### config.mk
export PLATFORM = sky130hd
export DESIGN_NAME = scp_mul
export DESIGN_NICKNAME = d
export VERILOG_FILES = /design/src/rtl/scp_mul.sv
export SDC_FILE = /design/constraint.sdc
export NUM_CORES = 2
export LEC_CHECK = 0
export ABC_CLOCK_PERIOD_IN_PS = 9300
export BUFFER_PORTS_ARGS = -buffer_cell sky130_fd_sc_hd__clkbuf_2
export CAP_MARGIN = 15
export CELL_PAD_IN_SITES_DETAIL_PLACEMENT = 0
export CELL_PAD_IN_SITES_GLOBAL_PLACEMENT = 1
export CORE_MARGIN = 1.5
export CORE_UTILIZATION = 52
export DETAILED_ROUTE_END_ITERATION = 8
export PLACE_DENSITY_LB_ADDON = 0.05
export SYNTH_ARGS = -nofsm -noshare
export SYNTH_HDL_FRONTEND = slang
export SYNTH_SLANG_ARGS = --single-unit
### constraint.sdc
create_clock -name i_clk -period 9.3 [get_ports i_clk]
set_input_delay 0.93 -clock i_clk [delete_from_list [all_inputs] [get_ports i_clk]]
set_output_delay 0.93 -clock i_clk [all_outputs]
set_load 0.01 [all_outputs]
### src/rtl/scp_mul.sv
`timescale 1ns / 1ps
// ----------------------------------------------------------------------------
// scp_mul
// two-stage unsigned multiplier built from four half-width partial products
// ----------------------------------------------------------------------------
module scp_mul #(
    parameter int WIDTH = 36
) (
    input  logic                 i_clk,
    input  logic                 i_en,
    input  logic [WIDTH-1:0]     i_a,
    input  logic [WIDTH-1:0]     i_b,
    output logic [2*WIDTH-1:0]   o_p
);
    localparam int H = (WIDTH + 1) / 2;

    logic [2*H-1:0] w_a, w_b;
    logic [2*H-1:0] r_p00, r_p01, r_p10, r_p11;
    logic [4*H-1:0] w_sum;
    logic [2*WIDTH-1:0] r_p;

    assign w_a = (2*H)'(i_a);
    assign w_b = (2*H)'(i_b);

    always_ff @(posedge i_clk) begin
        if (i_en) begin
            r_p00 <= w_a[H-1:0]   * w_b[H-1:0];
            r_p01 <= w_a[H-1:0]   * w_b[2*H-1:H];
            r_p10 <= w_a[2*H-1:H] * w_b[H-1:0];
            r_p11 <= w_a[2*H-1:H] * w_b[2*H-1:H];
        end
    end

    assign w_sum = {r_p11, r_p00}
                 + {{H{1'b0}}, r_p01, {H{1'b0}}}
                 + {{H{1'b0}}, r_p10, {H{1'b0}}};

    always_ff @(posedge i_clk) begin
        if (i_en) begin
            r_p <= w_sum[2*WIDTH-1:0];
        end
    end

    assign o_p = r_p;

endmodule

## Word-level counts from Yosys, hierarchy flattened

Index checks and enable logic that the tools add are counted.

| storage, ports and cells | value |
|---|---|
| register bits | 216 |
| latch bits | 0 |
| memory bits (writable) | 0 |
| memory bits (read-only) | 0 |
| input bits | 74 |
| output and inout bits | 72 |
| memories | 0 |

| operators by class | value |
|---|---|
| $add $sub $neg | 2 |
| $mul | 4 |
| div/mod/pow operators | 0 |
| magnitude comparators | 0 |
| equality and inequality tests | 0 |
| shifts and indexed selects | 0 |
| muxes and demuxes | 0 |
| bitwise gates (word level) | 0 |
| reduce and logical (&&, ||, !) cells | 0 |

Operator list:

| kind | count |
|---|---|
| $add 72x54->72 | 2 |
| $mul 18x18->36 | 4 |

## Longest topological paths before layout

| logic depth | value |
|---|---|
| word-level depth | 2 |
| mapped depth | 25 |
| depth with buffers taken out | 23 |

## Least setup slack after synthesis

Ideal clock, no wire load.

| timing | value |
|---|---|
| path kind | input to register |
| start | input i_b[3] |
| end | register r_p00[34], data pin |
| setup time | 265 ps |
| data arrival time | 6581 ps |
| required time | 9035 ps |
| setup slack | 2454 ps |
| stages on the path | 22 |
| buffers on the path | 2 |
| path through | clkbuf_1 clkbuf_1 nand2_1 fa_1 fa_1 fa_1 fa_1 inv_1 fa_1 inv_1 fa_1 inv_1 ha_1 nand3_1 nor2_1 a211oi_1 a21oi_1 a41o_1 a211o_1 o211ai_1 o21ai_0 xor2_1 |

| between the ends | value |
|---|---|
| longest elaborated chain between the ends | 1 |

RTL lines:

| item | line | text |
|---|---|---|
| from (decl) | 12 | `input logic [WIDTH-1:0] i_b,` |
| $mul 18x18->36 | 27 | `r_p00 <= w_a[H-1:0] * w_b[H-1:0];` |
| to (signal assigned) | 27 |  |
| to (decl) | 18 | `logic [2*H-1:0] r_p00, r_p01, r_p10, r_p11;` |

No other way between the ends.
A chain may end at the register's enable or synchronous reset.

## Final worst setup path

| timing | value |
|---|---|
| start | input i_b[21] |
| end | register r_p01[34], data pin |

| between the ends | value |
|---|---|
| longest elaborated chain between the ends | 1 |

RTL lines:

| item | line | text |
|---|---|---|
| $mul 18x18->36 | 28 | `r_p01 <= w_a[H-1:0] * w_b[2*H-1:H];` |
| to (signal assigned) | 28 |  |
| to (decl) | 18 |  |

No other way between the ends.

==> impl_metrics.json <==
{
  "outcome": "finished clean",
  "ys.flop_type": "edfxtp_1",
  "use_met1_pct": 39.8,
  "wl_per_cell_um": 20.8,
  "placed_cell_area_mm2": 0.0534,
  "critical_path_class": "in2reg",
  "htree_levels": 1,
  "finalClockSkew_ns": 0.0738,
  "multi_input_area_mm2": 0.0394,
  "hpwlAfterDp_mm": 111,
  "cts_resized": 0,
  "drc_errors": 0,
  "drtAntennaViolNets": 0,
  "hold_path_class": "reg2reg",
  "rows": 115,
  "use_met2_pct": 48.3,
  "grt_max_degree": 82,
  "design_area_mm2": 0.0542,
  "cts_setup_buffers": 0,
  "io_pins": 146,
  "cts.sinks": 216,
  "netlist_area_mm2": 0.0516,
  "cp-end-kind": "flip-flop",
  "die_h_um": 318,
  "grt_pass1_vias": 39600,
  "nets": 7071,
  "grt_pass1_wl_mm": 225,
  "cts_hold_buffers": 0,
  "gp_congestion": 0.874,
  "clock_latency_ns": 0.64,
  "drive_above_1_share_pct": 5.04,
  "relSlewSlack_pct": 16.4,
  "yosysWarningCount": 0,
  "worst_ep_required_time_ns": 9.72,
  "worst_setup_path_start_kind": "input port",
  "syn2layout_area_growth_pct": 5.15,
  "antenna_found_initial": 12,
  "grt_overflow_total": 0,
  "syn_avg_cell_area_um2": 9.37,
  "setup-violations-final": 0,
  "rsz0062_at_grt": "false",
  "firstDrtPassIters": 5,
  "cp.arrival_ns": 7.99,
  "synth_nets": 7119,
  "numCtsBuffers": 27,
  "max_slew.worst_pin.slew_ns": 1.25,
  "regArea_mm2": 0.00649,
  "clock_path_buffers": 3,
  "fill_cells": 9203,
  "grt_busiest_layer": "met2",
  "gr-usage-met3_pct": 3.71,
  "via_per_inst": 5.40,
  "die-area_mm2": 0.101,
  "fin_util_pct": 55.1,
  "cts.reportedPaths.clkPinSlew_ns": 0.07,
  "netlist_instances": 5508,
  "num_vias": 36600,
  "yosysSeqAreaShare_pct": 12.6,
  "tns_ns": 0,
  "layout_min_cycle_time_ns": 7.57,
  "die_w_um": 318,
  "cts_tree": "built",
  "io_buffers": 145,
  "ys_async_sr_fraction_pct": 0,
  "drt_iter0_markers": 2091,
  "coreArea_mm2": 0.0984,
  "finalWirelength_mm": 141,
  "fin_crit_sh_pct": 81.4,
  "start_util_pct": 52.4,
  "root_buffer": "clkbuf_16",
  "grt_util_all_layers_pct": 29.0,
  "drv_slew": 0,
  "maxCapViolations": 0,
  "synthDistinctLibCells": 68,
  "fmax_ghz": 0.132,
  "hold_viol_final": 0,
  "synth_edf_count": 216,
  "crit_fanout": 30,
  "ys_ff_latch": 216
}
-- cell type report --
type / count / area share [%]
Timing Repair Buffer: 211 / 2.32
Antenna cell: 1 / 0.00461
Clock buffer: 28 / 1.25
Inverter: 1222 / 8.46
Multi-Input combinational cell: 3782 / 72.7
Tap cell: 1287 / 2.97
Sequential cell: 216 / 12.0
Clock inverter: 22 / 0.351
-- cell families after synthesis --
family,synth area share (%)
buffers and inverters,11.0
AO/OA/AOI/OAI,5.60
flip-flops,12.6
multiplexers,0.0582
AND/OR/NAND/NOR,15.3
adder cells (fa/ha/maj),52.7
XOR/XNOR,2.75
-- cells in the mapped netlist, drive strengths merged, types with 23 or more instances --
cell / count / share of area [%]
a21oi: 141 / 1.4
fa: 1061 / 41
xor2: 46 / 0.78
nand2: 836 / 6.1
ha: 476 / 12
o21ai: 72 / 0.71
clkbuf: 285 / 2.1
inv: 1222 / 8.9
and2: 565 / 6.9
edfxtp: 216 / 13
a21o: 68 / 0.99
nand3: 37 / 0.36
o21a: 23 / 0.34
xnor2: 116 / 2.0
nor2: 89 / 0.65
-- worst max-delay path: stages --
cell and delay [ns]:
clkbuf_2 0.72, nand2_1 0.19, fa_1 0.55, fa_1 0.57
fa_1 0.45, fa_1 0.54, inv_1 0.05, fa_1 0.49
inv_1 0.06, fa_1 0.47, inv_1 0.04, ha_1 0.31
nand3_1 0.12, a21oi_1 0.14, a21oi_1 0.14, a2111oi_0 0.77
nor2_1 0.19, a21oi_1 0.34, a41oi_1 0.23, o21ai_0 0.26
xor2_1 0.35
-- per-stage QoR --
step,cells,worst slack [ns],hold slack (ns)
2_1_floorplan,5508,2.45,0.400
3_5_place_dp,6718,1.20,0.405
3_3_place_gp,6718,1.24,0.403
6_report,6769,1.73,0.417
5_1_grt,6769,1.42,0.424
4_1_cts,6768,1.86,0.418
-- placed cells by master, fill, tap and decap left out, types with 10 or more instances in the layout --
| cell | count |
|---|---|
| o21ai_0 | 66 |
| nor2_1 | 89 |
| inv_1 | 1222 |
| fa_1 | 1061 |
| a21boi_0 | 10 |
| a31oi_1 | 19 |
| o211ai_1 | 11 |
| o21a_1 | 22 |
| ha_1 | 476 |
| nor2b_1 | 13 |
| clkbuf_16 | 27 |
| a211oi_1 | 16 |
| edfxtp_1 | 216 |
| and2_1 | 564 |
| clkbuf_2 | 144 |
| nand2b_1 | 11 |
| nand2_1 | 836 |
| nand3_1 | 37 |
| buf_4 | 64 |
| o21bai_1 | 19 |
| a21o_1 | 68 |
| a21oi_1 | 140 |
| nor3_1 | 18 |
| xor2_1 | 46 |
| xnor2_1 | 116 |
| and3_1 | 20 |
| nand4_1 | 18 |
-- per-layer routing --
layer  wire length (um)  part of all wire, %
met1              62100                   44
met2              66300                   47
met5                 71                0.050
met3               7760                  5.5
met4               4750                  3.4
-- state kept, by name, indices dropped and copies added (netlist names) --
name   flops
r_p11     36
r_p00     36
r_p01     36
o_p       72
r_p10     36
-- worst paths after layout --
path,from,end,slack (ns),cells after the start
hold reg to reg,r_p00[9],o_p[9],0.42,0
setup reg to reg,r_p00[19],o_p[61],4.58,13
setup / recovery,i_b[21],r_p01[34],1.73,21
hold / removal,r_p00[9],o_p[9],0.42,0
Power is left out: the tool's default activity adds up to more than one toggle a clock period on the data nets, which glitch-free logic cannot reach.
